===== src/hdl/taar_pkg.sv =====
package taar_pkg;

	localparam int CHILD_SLOTS_DEF = 3;

	// Result status codes.
	localparam logic [2:0] ST_GRANT   = 3'd0;
	localparam logic [2:0] ST_REFUSE  = 3'd1;
	localparam logic [2:0] ST_PARENT  = 3'd2;
	localparam logic [2:0] ST_CHILD   = 3'd3;
	localparam logic [2:0] ST_NOROUTE = 3'd4;

	// Configuration register indexes.
	localparam logic [2:0] REG_RANGE_START = 3'd0;
	localparam logic [2:0] REG_RANGE_END   = 3'd1;
	localparam logic [2:0] REG_PARENT      = 3'd2;
	localparam logic [2:0] REG_MAX_CHILD   = 3'd3;
	localparam logic [2:0] REG_MAX_ROUTER  = 3'd4;
	localparam logic [2:0] REG_MAX_DEPTH   = 3'd5;

	typedef enum logic [2:0] {
		S_IDLE,
		S_DIV,
		S_MUL,
		S_SCAN,
		S_STEP,
		S_RESP
	} taar_state_t;

endpackage


===== src/hdl/taar_unit.sv =====
module taar_unit #(
	parameter int W = 11
) (
	input  logic         sub,
	input  logic [W-1:0] a,
	input  logic [W-1:0] b,
	output logic [W-1:0] res,
	output logic         borrow
);

	logic [W:0] full;

	// Subtraction is a plus the inverted b plus one; a missing carry out is a borrow.
	assign full   = {1'b0, a} + {1'b0, (sub ? ~b : b)} + {{W{1'b0}}, sub};
	assign res    = full[W-1:0];
	assign borrow = sub & ~full[W];

endmodule


===== src/hdl/tree_address_assign_and_route_core.sv =====
// Address block of one node in a tree network.
// Channels: an item (op, requester_addr, dest_addr) is taken at a rising edge with start
// high and busy low. Its single result is on the result ports for exactly one cycle while
// done is high; the receiver cannot stall it. busy stays high from acceptance through the
// done cycle, so the next item can be taken in the cycle after done. A new item is therefore
// never accepted while an earlier one is still being worked on.
// Configuration: cfg_index/cfg_data are written when cfg_valid and cfg_ready are high;
// cfg_ready is high while the block is idle.
// Steps from the accepting edge to the done cycle:
//   refused joins, routes to the parent and answers for the node itself: straight to done;
//   route queries inside the block: a compare, then m add/compare pairs, where m is the
//   number of segments passed over by the compare/add loop (at most CHILD_SLOTS-1);
//   granted joins for child slot k: the segment size by a constant reciprocal
//   multiplication, then k additions to place the sub-range.
// The compare and add steps share one add/subtract unit, so they take turns.
// Reset clears the configuration, the joined count and the segment size; the child
// address table is not cleared, since a slot is only read after it has been granted.
module tree_address_assign_and_route_core
	import taar_pkg::*;
#(
	parameter int CHILD_SLOTS = CHILD_SLOTS_DEF
) (
	input  logic        clk,
	input  logic        arst_n,
	input  logic        start,
	output logic        busy,
	input  logic        op,
	input  logic [15:0] requester_addr,
	input  logic [7:0]  dest_addr,
	output logic        done,
	output logic [2:0]  status,
	output logic [15:0] next_hop_addr,
	output logic [1:0]  child_slot,
	output logic [7:0]  child_range_start,
	output logic [7:0]  child_range_end,
	output logic [7:0]  grant_max_children,
	output logic [7:0]  grant_max_routers,
	output logic [7:0]  grant_max_depth,
	input  logic        cfg_valid,
	output logic        cfg_ready,
	input  logic [2:0]  cfg_index,
	input  logic [15:0] cfg_data
);

	localparam int SW = $clog2(CHILD_SLOTS + 1);
	localparam int IW = $clog2(CHILD_SLOTS);
	localparam int AW = 8 + SW;
	localparam int DIV_SH  = 8 + $clog2(CHILD_SLOTS);
	localparam int DIV_MUL = (2 ** DIV_SH + CHILD_SLOTS - 1) / CHILD_SLOTS;
	localparam int PW      = DIV_SH + 8;

	taar_state_t state_q, state_d;

	logic [7:0]  range_start_q, range_end_q, max_child_q, max_router_q, max_depth_q;
	logic [15:0] parent_q;
	logic [SW-1:0] joined_q;
	logic [7:0]  seg_q;
	logic [15:0] child_tab_q [CHILD_SLOTS];

	logic [15:0] req_q;
	logic [7:0]  off_q;
	logic [7:0]  quo_q;
	logic [AW-1:0] acc_q;
	logic [IW-1:0] k_q;

	logic [2:0]  status_q;
	logic [15:0] next_hop_q;
	logic [1:0]  slot_q;
	logic [7:0]  crs_q, cre_q, gmc_q, gmr_q, gmd_q;

	logic          u_sub;
	logic [AW-1:0] u_a, u_b, u_res;
	logic          u_borrow;
	logic [PW-1:0] quo_prod;
	logic          accept, grant_ok, outside, at_last, more, present;
	logic [SW-1:0] k_ext;
	logic [7:0]    k_wide;

	taar_unit #(.W(AW)) u_unit (
		.sub    (u_sub),
		.a      (u_a),
		.b      (u_b),
		.res    (u_res),
		.borrow (u_borrow)
	);

	assign accept   = start && (state_q == S_IDLE);
	// The rounded-up reciprocal of the slot count gives the exact quotient for
	// every 8-bit block width.
	assign quo_prod = PW'(quo_q) * PW'(DIV_MUL);
	assign grant_ok = (range_end_q > range_start_q) && (joined_q < SW'(CHILD_SLOTS));
	assign outside  = (dest_addr < range_start_q) || (dest_addr > range_end_q);
	assign k_ext    = SW'(k_q);
	assign k_wide   = 8'(k_q);
	assign at_last  = (k_ext == joined_q);
	assign present  = (k_ext < joined_q);
	// In the scan the unit computes threshold minus offset; a borrow means the
	// destination lies beyond the current slot's segment.
	assign more     = (k_ext < SW'(CHILD_SLOTS - 1)) && u_borrow;

	always_comb begin
		u_sub = 1'b0;
		u_a   = '0;
		u_b   = '0;
		case (state_q)
			S_MUL: begin
				u_a = acc_q;
				u_b = AW'(quo_q);
			end
			S_SCAN: begin
				u_sub = 1'b1;
				u_a   = acc_q;
				u_b   = AW'(off_q);
			end
			S_STEP: begin
				u_a = acc_q;
				u_b = AW'(seg_q);
			end
			default: begin
				u_sub = 1'b0;
			end
		endcase
	end

	always_comb begin
		state_d = state_q;
		case (state_q)
			S_IDLE: begin
				if (start) begin
					if (!op) begin
						state_d = grant_ok ? S_DIV : S_RESP;
					end else if (outside || (dest_addr == range_start_q)) begin
						state_d = S_RESP;
					end else begin
						state_d = S_SCAN;
					end
				end
			end
			S_DIV: begin
				state_d = S_MUL;
			end
			S_MUL: begin
				if (at_last) begin
					state_d = S_RESP;
				end
			end
			S_SCAN: begin
				state_d = more ? S_STEP : S_RESP;
			end
			S_STEP: begin
				state_d = S_SCAN;
			end
			S_RESP: begin
				state_d = S_IDLE;
			end
			default: begin
				state_d = S_IDLE;
			end
		endcase
	end

	always_comb begin
		busy      = (state_q != S_IDLE);
		cfg_ready = (state_q == S_IDLE);
		done      = (state_q == S_RESP);
	end

	assign status             = status_q;
	assign next_hop_addr      = next_hop_q;
	assign child_slot         = slot_q;
	assign child_range_start  = crs_q;
	assign child_range_end    = cre_q;
	assign grant_max_children = gmc_q;
	assign grant_max_routers  = gmr_q;
	assign grant_max_depth    = gmd_q;

	always_ff @(posedge clk or negedge arst_n) begin
		if (!arst_n) begin
			state_q       <= S_IDLE;
			joined_q      <= '0;
			seg_q         <= '0;
			range_start_q <= '0;
			range_end_q   <= '0;
			parent_q      <= '0;
			max_child_q   <= '0;
			max_router_q  <= '0;
			max_depth_q   <= '0;
		end else begin
			state_q <= state_d;
			if (cfg_valid && cfg_ready) begin
				case (cfg_index)
					REG_RANGE_START: range_start_q <= cfg_data[7:0];
					REG_RANGE_END:   range_end_q   <= cfg_data[7:0];
					REG_PARENT:      parent_q      <= cfg_data;
					REG_MAX_CHILD:   max_child_q   <= cfg_data[7:0];
					REG_MAX_ROUTER:  max_router_q  <= cfg_data[7:0];
					REG_MAX_DEPTH:   max_depth_q   <= cfg_data[7:0];
					default: begin
					end
				endcase
			end
			if ((state_q == S_MUL) && at_last) begin
				joined_q <= joined_q + SW'(1);
				seg_q    <= quo_q;
			end
		end
	end

	always_ff @(posedge clk) begin
		case (state_q)
			S_IDLE: begin
				if (accept) begin
					req_q  <= requester_addr;
					off_q  <= dest_addr - range_start_q;
					k_q    <= '0;
					acc_q  <= op ? AW'(seg_q) : AW'(range_start_q);
					quo_q  <= range_end_q - range_start_q;
					status_q   <= op ? (outside ? ST_PARENT : ST_NOROUTE) : ST_REFUSE;
					next_hop_q <= (op && outside) ? parent_q : 16'd0;
					slot_q <= 2'd0;
					crs_q  <= 8'd0;
					cre_q  <= 8'd0;
					gmc_q  <= 8'd0;
					gmr_q  <= 8'd0;
					gmd_q  <= 8'd0;
				end
			end
			S_DIV: begin
				quo_q <= quo_prod[DIV_SH +: 8];
			end
			S_MUL: begin
				if (at_last) begin
					child_tab_q[k_q] <= req_q;
					status_q <= ST_GRANT;
					slot_q   <= k_wide[1:0];
					crs_q    <= acc_q[7:0] + 8'd1;
					cre_q    <= acc_q[7:0] + quo_q;
					gmc_q    <= max_child_q;
					gmr_q    <= max_router_q;
					gmd_q    <= max_depth_q;
				end else begin
					acc_q <= u_res;
					k_q   <= k_q + IW'(1);
				end
			end
			S_SCAN: begin
				if (!more) begin
					status_q   <= present ? ST_CHILD : ST_NOROUTE;
					next_hop_q <= present ? child_tab_q[k_q] : 16'd0;
					slot_q     <= k_wide[1:0];
				end
			end
			S_STEP: begin
				acc_q <= u_res;
				k_q   <= k_q + IW'(1);
			end
			default: begin
			end
		endcase
	end

	a_joined_bound: assert property (@(posedge clk) disable iff (!arst_n)
		joined_q <= SW'(CHILD_SLOTS))
		else $error("joined count exceeds the slot count");

	a_accept_busy: assert property (@(posedge clk) disable iff (!arst_n)
		(start && !busy) |=> busy)
		else $error("accepted item did not make the block busy");

	a_grant_count: assert property (@(posedge clk) disable iff (!arst_n)
		(done && (status_q == ST_GRANT)) |-> (joined_q == $past(joined_q) + SW'(1)))
		else $error("grant without a joined count increment");

	a_route_present: assert property (@(posedge clk) disable iff (!arst_n)
		(done && (status_q == ST_CHILD)) |-> (k_ext < joined_q))
		else $error("route to a child slot that has not joined");

endmodule

===== config.mk =====
export PLATFORM = sky130hd
export DESIGN_NAME = tree_address_assign_and_route_core
export DESIGN_NICKNAME = d
export VERILOG_FILES = /design/src/hdl/taar_pkg.sv /design/src/hdl/taar_unit.sv /design/src/hdl/tree_address_assign_and_route_core.sv
export SDC_FILE = /design/constraint.sdc
export NUM_CORES = 1
export LEC_CHECK = 0
export BUFFER_PORTS_ARGS = -buffer_cell sky130_fd_sc_hd__buf_2
export CORE_MARGIN = 1
export CORE_UTILIZATION = 54
export CTS_CLUSTER_DIAMETER = 120
export DETAILED_ROUTE_END_ITERATION = 12
export GPL_TIMING_DRIVEN = 0
export PLACE_DENSITY = 0.81
export SLEW_MARGIN = 30
export SYNTH_ARGS = -nofsm -noshare
export SYNTH_HDL_FRONTEND = slang
export SYNTH_HIERARCHICAL = 1
export SYNTH_SLANG_ARGS = --single-unit

===== constraint.sdc =====
create_clock -name clk -period 4.7 [get_ports clk]
set_clock_uncertainty 0.2 [all_clocks]
set_input_delay 0.47 -clock clk [delete_from_list [all_inputs] [get_ports clk]]
set_output_delay 0.47 -clock clk [all_outputs]
set_load 0.02 [all_outputs]

* After elaboration in Yosys (flattened, before gate mapping) *
Memories as Yosys holds them, arrays and structs flattened. A register that Yosys moved wholly into a read port is not among the register bits.
Index checks and enable logic that the tools add are counted.

word-level totals
  register bits = 174
  bits in writable memories = 48
  output and inout bits = 64
  memories = 1

operators by class
  $add $sub $neg = 8
  multiply operators = 1
  order comparisons = 6
  eq/ne operators = 17
  muxes and demuxes = 50
  bitwise operators = 3
  reductions and logical operators = 30

memories
  memory       depth  bits a word  rd ports  clocked after Yosys merged registers in  write ports  RTL line                                  RTL
  child_tab_q  3      16           1         1                                        1            tree_address_assign_and_route_core.sv:58  logic [15:0] child_tab_q [CHILD_SLOTS];

operators by type and width
  kind                                                                    count
  8-bit case mux with 2 select lines                                      6
  16-bit two-way mux                                                      4
  8-bit two-way mux                                                       8
  10-bit two-way mux                                                      4
  3-bit two-way mux                                                       11
  16-bit case mux with 2 select lines                                     1
  10-bit case mux with 3 select lines                                     1
  8-bit case mux with 3 select lines                                      1
  2-bit AND reduction                                                     9
  8-bit greater-than comparator                                           2
  8-bit by 8-bit multiplier with 16-bit output (second input constant)    1
  8-bit subtractor                                                        2
  3-bit case mux with 5 select lines                                      1
  3-bit by 2-bit equality test with 1-bit output (second input constant)  4
  3-bit equality test (second input constant)                             4
  2-bit case mux with 3 select lines                                      2
  10-bit by 10-bit adder with 11-bit output                               1
  11-bit by 1-bit adder with 11-bit output                                1
  2-bit two-way mux                                                       5
  8-bit NOT with 10-bit output                                            1
  3-bit case mux with 3 select lines                                      1
  3-bit AND reduction                                                     3
  3-bit nonzero test                                                      3
  8-bit by 1-bit adder with 8-bit output (second input constant)          1
  19 further kinds                                                        38

* Longest topological paths before layout *
Gate-level depths: netlist of run 1.

  depth after elaboration = 11
  depth in mapped cells = 15
  depth with buffers taken out = 14

* Hierarchy *
Netlist of run 1, hierarchy kept.

modules (own cells, without submodules)
  module                              times used  cells an instance  area an instance (um2)  seq. area each (um2)
  tree_address_assign_and_route_core  1           883                11,229.5                6,361.1
  taar_unit                           1           60                 506.7                   0.0

* Worst setup path before layout of run 1 *
No wires, ideal clock.

  path type = register -> register
  start point = reg state_q[2]
  end point = reg cre_q[0] (netlist: child_range_end[0]), enable pin
  arrival time = 3.729 ns
  data required time = 4.007 ns
  setup slack = 0.278 ns
  stages on the path, launching flop included = 5
  clock period less this slack = 4.422 ns
  path through = dfrtp_1 -> buf_6 -> nor2b_1 -> nand2_1 -> o21ai_0

between the ends
  word-level cells in the longest chain between the ends = 4
  elaborated cells between the ends (all ways) = 7

RTL lines
  item                                                        RTL line                                                                             RTL
  start: declaration                                          tree_address_assign_and_route_core.sv:52                                             taar_state_t state_q, state_d;
  start signal: assignment                                    tree_address_assign_and_route_core.sv:189                                            state_q <= state_d;
  3-bit logical NOT                                           tree_address_assign_and_route_core.sv:87, tree_address_assign_and_route_core.sv:210
  1-bit logical AND                                           tree_address_assign_and_route_core.sv:87                                             assign accept = start && (state_q == S_IDLE);
  2-bit by 1-bit inequality test with 1-bit output (no line)  --
  3-bit AND reduction (no line) (*)                           --
  end signal: assignment                                      tree_address_assign_and_route_core.sv:237                                            cre_q <= acc_q[7:0] + quo_q;
  end: declaration                                            tree_address_assign_and_route_core.sv:69                                             logic [7:0] crs_q, cre_q, gmc_q, gmr_q, gmd_q;

Every way passes the cells marked *; elsewhere a longest branch is shown, timed or not.
A chain may end at the register's enable or synchronous reset.

* Worst setup path in the final report of run 1 *
  start point = reg quo_q[3]
  end point = reg quo_q[5], data pin

between the ends
  word-level cells in the longest chain between the ends = 2

RTL lines
  item                                          RTL line                                   RTL
  start: declaration                            tree_address_assign_and_route_core.sv:62   logic [7:0] quo_q;
  start signal: assignment                      tree_address_assign_and_route_core.sv:217  quo_q <= range_end_q - range_start_q;
  start signal: assignment                      tree_address_assign_and_route_core.sv:229  quo_q <= quo_prod[DIV_SH +: 8];
  8-bit by 8-bit multiplier with 16-bit output  tree_address_assign_and_route_core.sv:90   assign quo_prod = PW'(quo_q) * PW'(DIV_MUL);
  8-bit case mux with 2 select lines            tree_address_assign_and_route_core.sv:210  case (state_q)

Every way passes these cells.

==> results of run 1 <==
[worst reg2reg max path, cell delays in order, from the launching register on]
cell and delay (ns):
sky130_fd_sc_hd__edfxtp_1 0.46, sky130_fd_sc_hd__ha_1 0.35, sky130_fd_sc_hd__fa_1 0.48, sky130_fd_sc_hd__fa_1 0.52
sky130_fd_sc_hd__inv_1 0.06, sky130_fd_sc_hd__fa_1 0.53, sky130_fd_sc_hd__inv_1 0.04, sky130_fd_sc_hd__ha_1 0.30
sky130_fd_sc_hd__a21oi_1 0.24, sky130_fd_sc_hd__o21ai_0 0.20, sky130_fd_sc_hd__a22oi_1 0.34, sky130_fd_sc_hd__nor3_1 0.13
sky130_fd_sc_hd__nor3b_1 0.26, sky130_fd_sc_hd__o31ai_1 0.12
[Yosys cell counts (6+ instances only)]
| library cell | count |
|---|---|
| sky130_fd_sc_hd__ha_1 | 89 |
| sky130_fd_sc_hd__a21o_1 | 8 |
| sky130_fd_sc_hd__inv_1 | 76 |
| sky130_fd_sc_hd__nand2b_1 | 6 |
| sky130_fd_sc_hd__a21oi_1 | 45 |
| sky130_fd_sc_hd__nand2_1 | 52 |
| sky130_fd_sc_hd__and2_1 | 7 |
| sky130_fd_sc_hd__and3_1 | 30 |
| sky130_fd_sc_hd__nand3_1 | 11 |
| sky130_fd_sc_hd__o21ai_0 | 51 |
| sky130_fd_sc_hd__xor2_1 | 26 |
| sky130_fd_sc_hd__o2bb2ai_1 | 17 |
| sky130_fd_sc_hd__buf_2 | 6 |
| sky130_fd_sc_hd__dfrtp_1 | 69 |
| sky130_fd_sc_hd__nand4_1 | 7 |
| sky130_fd_sc_hd__clkbuf_1 | 14 |
| sky130_fd_sc_hd__mux2_2 | 52 |
| sky130_fd_sc_hd__xnor2_1 | 15 |
| sky130_fd_sc_hd__nor2_1 | 54 |
| sky130_fd_sc_hd__nor3_1 | 7 |
| sky130_fd_sc_hd__nor2b_1 | 19 |
| sky130_fd_sc_hd__edfxtp_1 | 153 |
| sky130_fd_sc_hd__mux2i_1 | 35 |
| sky130_fd_sc_hd__fa_1 | 16 |
[registers in the layout (all words and copies together), names as in the netlist, 10 cells and up, named ones only]
register / cells
parent_q: 16
child_tab_q: 48
next_hop_addr: 16
acc_q: 10
req_q: 16
[final timing paths]
check	cells after the start	startpoint	endpoint	slack [ns]
min reg2reg	0	req_q[14]	child_tab_q[0][14]	0.27
min	2	cfg_data[14]	parent_q[14]	0.02
max in group asynchronous	3	arst_n	range_start_q[4]	3.48
max reg2reg	13	quo_q[3]	quo_q[5]	0.20
max	13	quo_q[3]	quo_q[5]	0.20
min in group asynchronous	2	arst_n	max_child_q[2]	0.24
[area by class of cell]
type / instances / share of cell area [%]
Sequential cell: 224 / 45.98
Multi-Input combinational cell: 614 / 35.84
Timing Repair Buffer: 143 / 6.440
Clock buffer: 30 / 4.649
Tap cell: 275 / 2.487
Inverter: 76 / 2.062
Clock inverter: 14 / 1.302
Buffer: 30 / 1.230
[logic make-up (layout without fill, tap and decap cells)]
kind of cell	after synthesis	after routing	synth area share [%]
compound gates	158	158	8.604
xor+xnor	41	41	3.060
fa+ha+maj	105	105	12.22
buf+inv	106	293	3.838
flops	224	224	54.20
mux	92	92	8.486
other cells	1	2	0.03195
simple gates	216	216	9.563
[layer usage]
layer	vias to the layer above	share of wire [%]	wire length, µm
met3	72	7.0	1896
li1	3736	-	-
met4	0	3.6	969
met1	3917	41	11000
met2	294	49	13100
met5	-	0	0
[through the flow]
step	cell area, µm²	std cells
after floorplan	11740	944
after global placement	12640	1330
after detailed placement	12700	1332
after CTS	13770	1400
after global routing	13830	1406
final	13830	1406
[repair_timing]
action                                 in CTS  in global routing
hold buffers                               24                  0
setup buffers                               0                  6
endpoints found under the hold margin      53                  0
pin swaps                                   0                  0
setup endpoints to repair                   5                  9
cloned                                      0                  0
resized for setup                           3                  7
==> flow_metrics.tcl, run 1 <==
set metrics [dict create \
    outcome "completed" \
    route.detailed.drc 0 \
    grt-ovfl-total 0 \
    period_share_pct 95.75 \
    timing.critical_path.mode_cell "sky130_fd_sc_hd__fa_1" \
    utilization_pct 65.39 \
    grt_usage_pct 24.40 \
    critical-path-slowest-cell "sky130_fd_sc_hd__fa_1" \
    synth.ff_latch_count 224 \
    multiInputGateArea_um2 4959 \
    wire_per_inst_um 19.18 \
    core-area_um2 21150 \
    detailed_router_s_first_iteration_violation_count 556 \
    via_per_inst 5.703 \
    synth_top_area_cell "sky130_fd_sc_hd__edfxtp_1" \
    post_synthesis_instance_total 943 \
    crit_required_ns 4.74 \
    drive_gt1_share_pct 22.10 \
    dr.pass1.iters 7 \
    most-common-layout-cells "sky130_fd_sc_hd__edfxtp_1 (153), sky130_fd_sc_hd__buf_2 (116), sky130_fd_sc_hd__ha_1 (89)" \
    unrepaired_setup_endpoints_after_global_routing "false" \
    cts.htree.levels 1 \
    ys_top_cells_by_area "sky130_fd_sc_hd__edfxtp_1 (39%), sky130_fd_sc_hd__dfrtp_1 (15%), sky130_fd_sc_hd__ha_1 (9.5%), sky130_fd_sc_hd__mux2_2 (5.0%), sky130_fd_sc_hd__mux2i_1 (3.0%)" \
    worstSetupStartpointType "flop" \
    mostFrequentLayoutCell "sky130_fd_sc_hd__edfxtp_1" \
    synthesis.yosys.warnings 6 \
    slew_headroom_pct 42.32 \
    postSynth.asyncResetShare_pct 30.80 \
    worstSkewPairLatency_ns 0.52 \
    timing_worst_slew_pin_value_ns 0.8652 \
    crit_path_max_incr_delay_ns 0.53 \
    grt_pass1_wl_um 41680 \
    ios 112 \
    clock_sinks 224 \
    critPathBufInv 2 \
    final-hold-violation-count 0 \
    filler_cell_count 1489 \
    die-width_um 149.4 \
    cp-end-kind "flop" \
    layout_min_cycle_time_ns 4.500 \
    fmaxAchievable_ghz 0.2222 \
    arrival_ns 4.54 \
    cts_inserted_buffers 24 \
    floorplan.die_area_um2 22330 \
    dp_hpwl_um 18880 \
    finalSetupViolations 0 \
    grt.busiest_layer "met2" \
    netlist-cell-type-count 68 \
    synthDominantCellAreaShare_pct 39.15 \
    clock-root-buffer "sky130_fd_sc_hd__clkbuf_16" \
    synth.yosys.seq_area_share_pct 54.20 \
    grt.met3_usage_pct 3.720 \
    netlist_area_um2 11740 \
    drtAntennaViolNets 0 \
    syn_area_per_cell_um2 12.45 \
    synth-edff-count 153 \
    postLayoutSetupSlackWorst_ns 0.1998 \
    syn2layout_area_growth_pct 17.87 \
    worst_hold_path_type "input port to flop" \
    timing.max_cap.violations 0 \
    die_y_um 149.4 \
    grtUsageMet1_pct 32.02 \
    place_congestion 0.9044 \
    timing.critical_path.max_delay_family "adder cells" \
    yosys_most_used_dff "sky130_fd_sc_hd__edfxtp_1" \
    seqCellArea_um2 6361 \
    detail_route.wirelength_um 26970 \
    pin_count_of_the_biggest_net_entering_global_routing 40 \
    hold-worst-slack_ns 0.02359 \
    row_count 53 \
    critical_path.cell_chain "ha_1 > fa_1 > fa_1 > inv_1 > fa_1 > inv_1 > ha_1 > a21oi_1 > o21ai_0 > a22oi_1 > nor3_1 > nor3b_1 > o31ai_1" \
    worst-setup-path-type "flop to flop" \
    dr_total_vias 8019 \
    final.setup.tns_ns 0 \
    initial_utilization_pct 55.48 \
    tritoncts "done" \
    antenna-diode-count 0 \
    grt_antenna_before_repair 1 \
    clk_path_buf_depth 3 \
    clkSlewWorstSetupHoldPaths_ns 0.06 \
    pre_cts_setup_slack_ns -0.03867 \
    worst-path-max-fanout 3 \
    nNetsFinal 1266 \
    gr_met2_demand_resource_pct 40.69 \
    grt_pass1_vias 7974 \
    timing_max_transition_violations_final 0 \
    buffer_ports.inserted 111 \
]
Power of run 1 is not shown: default switching activity piles up to over one toggle a cycle in this logic, so the estimate is an artifact.
==> inputs of run 2 (changes only) <==
Settings changed: CORE_UTILIZATION 54 to 64, PLACE_DENSITY 0.81 to 0.89, SLEW_MARGIN 30 to 20.
Clock period 4.7 ns to 5.3 ns, I/O delays scaled along.
==> run 2 against run 1 <==
  * Via count grew 1.9%
  * Critical path depth grew 1
  * Sequential share of layout area grew 1.3 points
  * Worst setup slack gained 0.29 ns
  * Clock-buffer cell count shrank 2
  * Routed wire length grew 2.0%
  * Critical path type unchanged
  * Highest routed layer unchanged
==> flow_metrics.tcl, run 2 (same netlist as run 1, synthesis figures left out) <==
set metrics [dict create \
    clkSlewWorstSetupHoldPaths_ns 0.06 \
    critical_path.cell_chain "buf_4 > buf_1 > mux2i_1 > o21ai_0 > mux2_4 > fa_1 > a21o_1 > a21oi_1 > o21bai_1 > o21ai_2 > o2111a_1 > nand2_1 > a21o_1 > or2_2" \
    crit_path_end "status[1]" \
    worst_hold_path_type "input port to flop" \
    worstSetupStartpointType "flop" \
    buffer_ports.inserted 111 \
    route.detailed.drc 0 \
    cts.htree.levels 1 \
    drive_gt1_share_pct 20.70 \
    fmaxAchievable_ghz 0.2080 \
    antenna-diode-count 0 \
    tritoncts "done" \
    grt_pass1_wl_um 42150 \
    row_count 49 \
    worst-setup-path-type "flop to flop" \
    grt-ovfl-total 0 \
    cp_num_cells 14 \
    outcome "completed" \
    critPathBufInv 2 \
    post_cts_setup_repair_bufs 0 \
    die-width_um 137.4 \
    most-common-layout-cells "sky130_fd_sc_hd__edfxtp_1 (153), sky130_fd_sc_hd__buf_2 (116), sky130_fd_sc_hd__ha_1 (89)" \
    nNetsFinal 1249 \
    wire_per_inst_um 20.53 \
    slew_headroom_pct 28.49 \
    crit-reg2reg-launch "state_q[0]" \
    core-area_um2 17960 \
    largest_register_ff_count 48 \
    die_y_um 137.4 \
    floorplan.die_area_um2 18880 \
    timing.critical_path.mode_cell "sky130_fd_sc_hd__a21o_1" \
    crit_path_max_incr_delay_ns 0.51 \
    arrival_ns 4.85 \
    mostFrequentLayoutCell "sky130_fd_sc_hd__edfxtp_1" \
    dr_total_vias 8173 \
    cts_inserted_buffers 23 \
    dp_hpwl_um 19430 \
    finish.cell_count_without_fillers 1340 \
    drtAntennaViolNets 0 \
    numPlacedInstances 1287 \
    timing.critical_path.max_delay_family "compound AO/OA/AOI/OAI gates" \
    grt_antenna_before_repair 0 \
    pin_count_of_the_biggest_net_entering_global_routing 42 \
    period_share_pct 90.71 \
    initial_utilization_pct 65.33 \
    timing_worst_slew_pin_value_ns 1.072 \
    grt_pass1_vias 8015 \
    reg2reg_setup_slack_ns 0.49 \
    layout_min_cycle_time_ns 4.808 \
    timing_max_transition_violations_final 0 \
    clock-root-buffer "sky130_fd_sc_hd__clkbuf_16" \
    timing.max_cap.violations 0 \
    ios 112 \
    crit_required_ns 5.34 \
    grt_usage_pct 29.82 \
    regMostFlops "child_tab_q" \
    place_congestion 0.9127 \
    worst-path-max-fanout 17 \
    via_per_inst 6.099 \
    hold-path-cell-count 1 \
    clock_sinks 224 \
    clk_path_buf_depth 3 \
    syn2layout_area_growth_pct 14.58 \
    cp-end-kind "flop" \
    worst_r2r_path_depth 14 \
    dr.pass1.iters 6 \
    critical-path-slowest-cell "sky130_fd_sc_hd__buf_1" \
    worstSetupStartpoint "state_q[0]" \
    finalSetupViolations 0 \
    final-hold-violation-count 0 \
    detail_route.wirelength_um 27510 \
    timing.rr.end "status[1]" \
    worstSkewPairLatency_ns 0.51 \
    detailed_router_s_first_iteration_violation_count 833 \
    unrepaired_setup_endpoints_after_global_routing "false" \
]
run 2: cell types whose count changed in the layout (fill, tap and decap cells not counted), sizes merged:
cell and delta:
dlygate4sd3 -11, inv +1, clkinvlp +1, clkbuf -3, buf -4, bufinv -4
run 2: routing by layer:
metal | vias up | track usage, % | share of wire (%)
li1 | 3710 | - | -
met4 | 0 | 15.20 | 5.2
met2 | 452 | 49.97 | 50
met3 | 98 | 4.268 | 8.0
met5 | - | 0 | 0
met1 | 3913 | 37.78 | 37
run 2: layout make-up:
type / count / area [µm²]
buffer: 30 / 165.2
clock buffer: 28 / 604.3
clock inverter: 12 / 65.06
fill: 1053 / 4516
inverter: 76 / 285.3
multi-input combinational: 614 / 4942
sequential: 224 / 6361
tap: 229 / 286.5
timing repair buffer: 127 / 738.2
run 2: through the flow:
stage               hold WS [ns]  utilization (%)  setup slack [ns]  setup TNS, ns  cell area [µm²]
global route            0.006245            74.86            0.2459              0            13450
finish                   0.01537            74.86            0.4923              0            13450
detailed placement        0.2581            70.40            0.5766              0            12650
global placement          0.2452            70.04           -0.2978         -11.81            12580
CTS                     0.003274            74.79            0.5474              0            13440
floorplan                0.03441                -            0.8781              0            11740
run 2: timing repair:
action | 4_1_cts | 5_1_grt
gates resized for setup | 0 | 0
hold endpoints to repair | 39 | 1
hold buffers | 12 | 1
run 2: worst min-delay path by stage:
stage                     slack (ns)                from                  to
after global placement          0.25            req_q[1]   child_tab_q[0][1]
after CTS                      0.003  requester_addr[11]           req_q[11]
after detailed placement        0.26           req_q[12]  child_tab_q[0][12]
final                           0.02   requester_addr[7]            req_q[7]
after global routing           0.006   requester_addr[7]            req_q[7]
after floorplan                 0.03              arst_n         joined_q[0]
Power of run 2 is left out for the same reason.
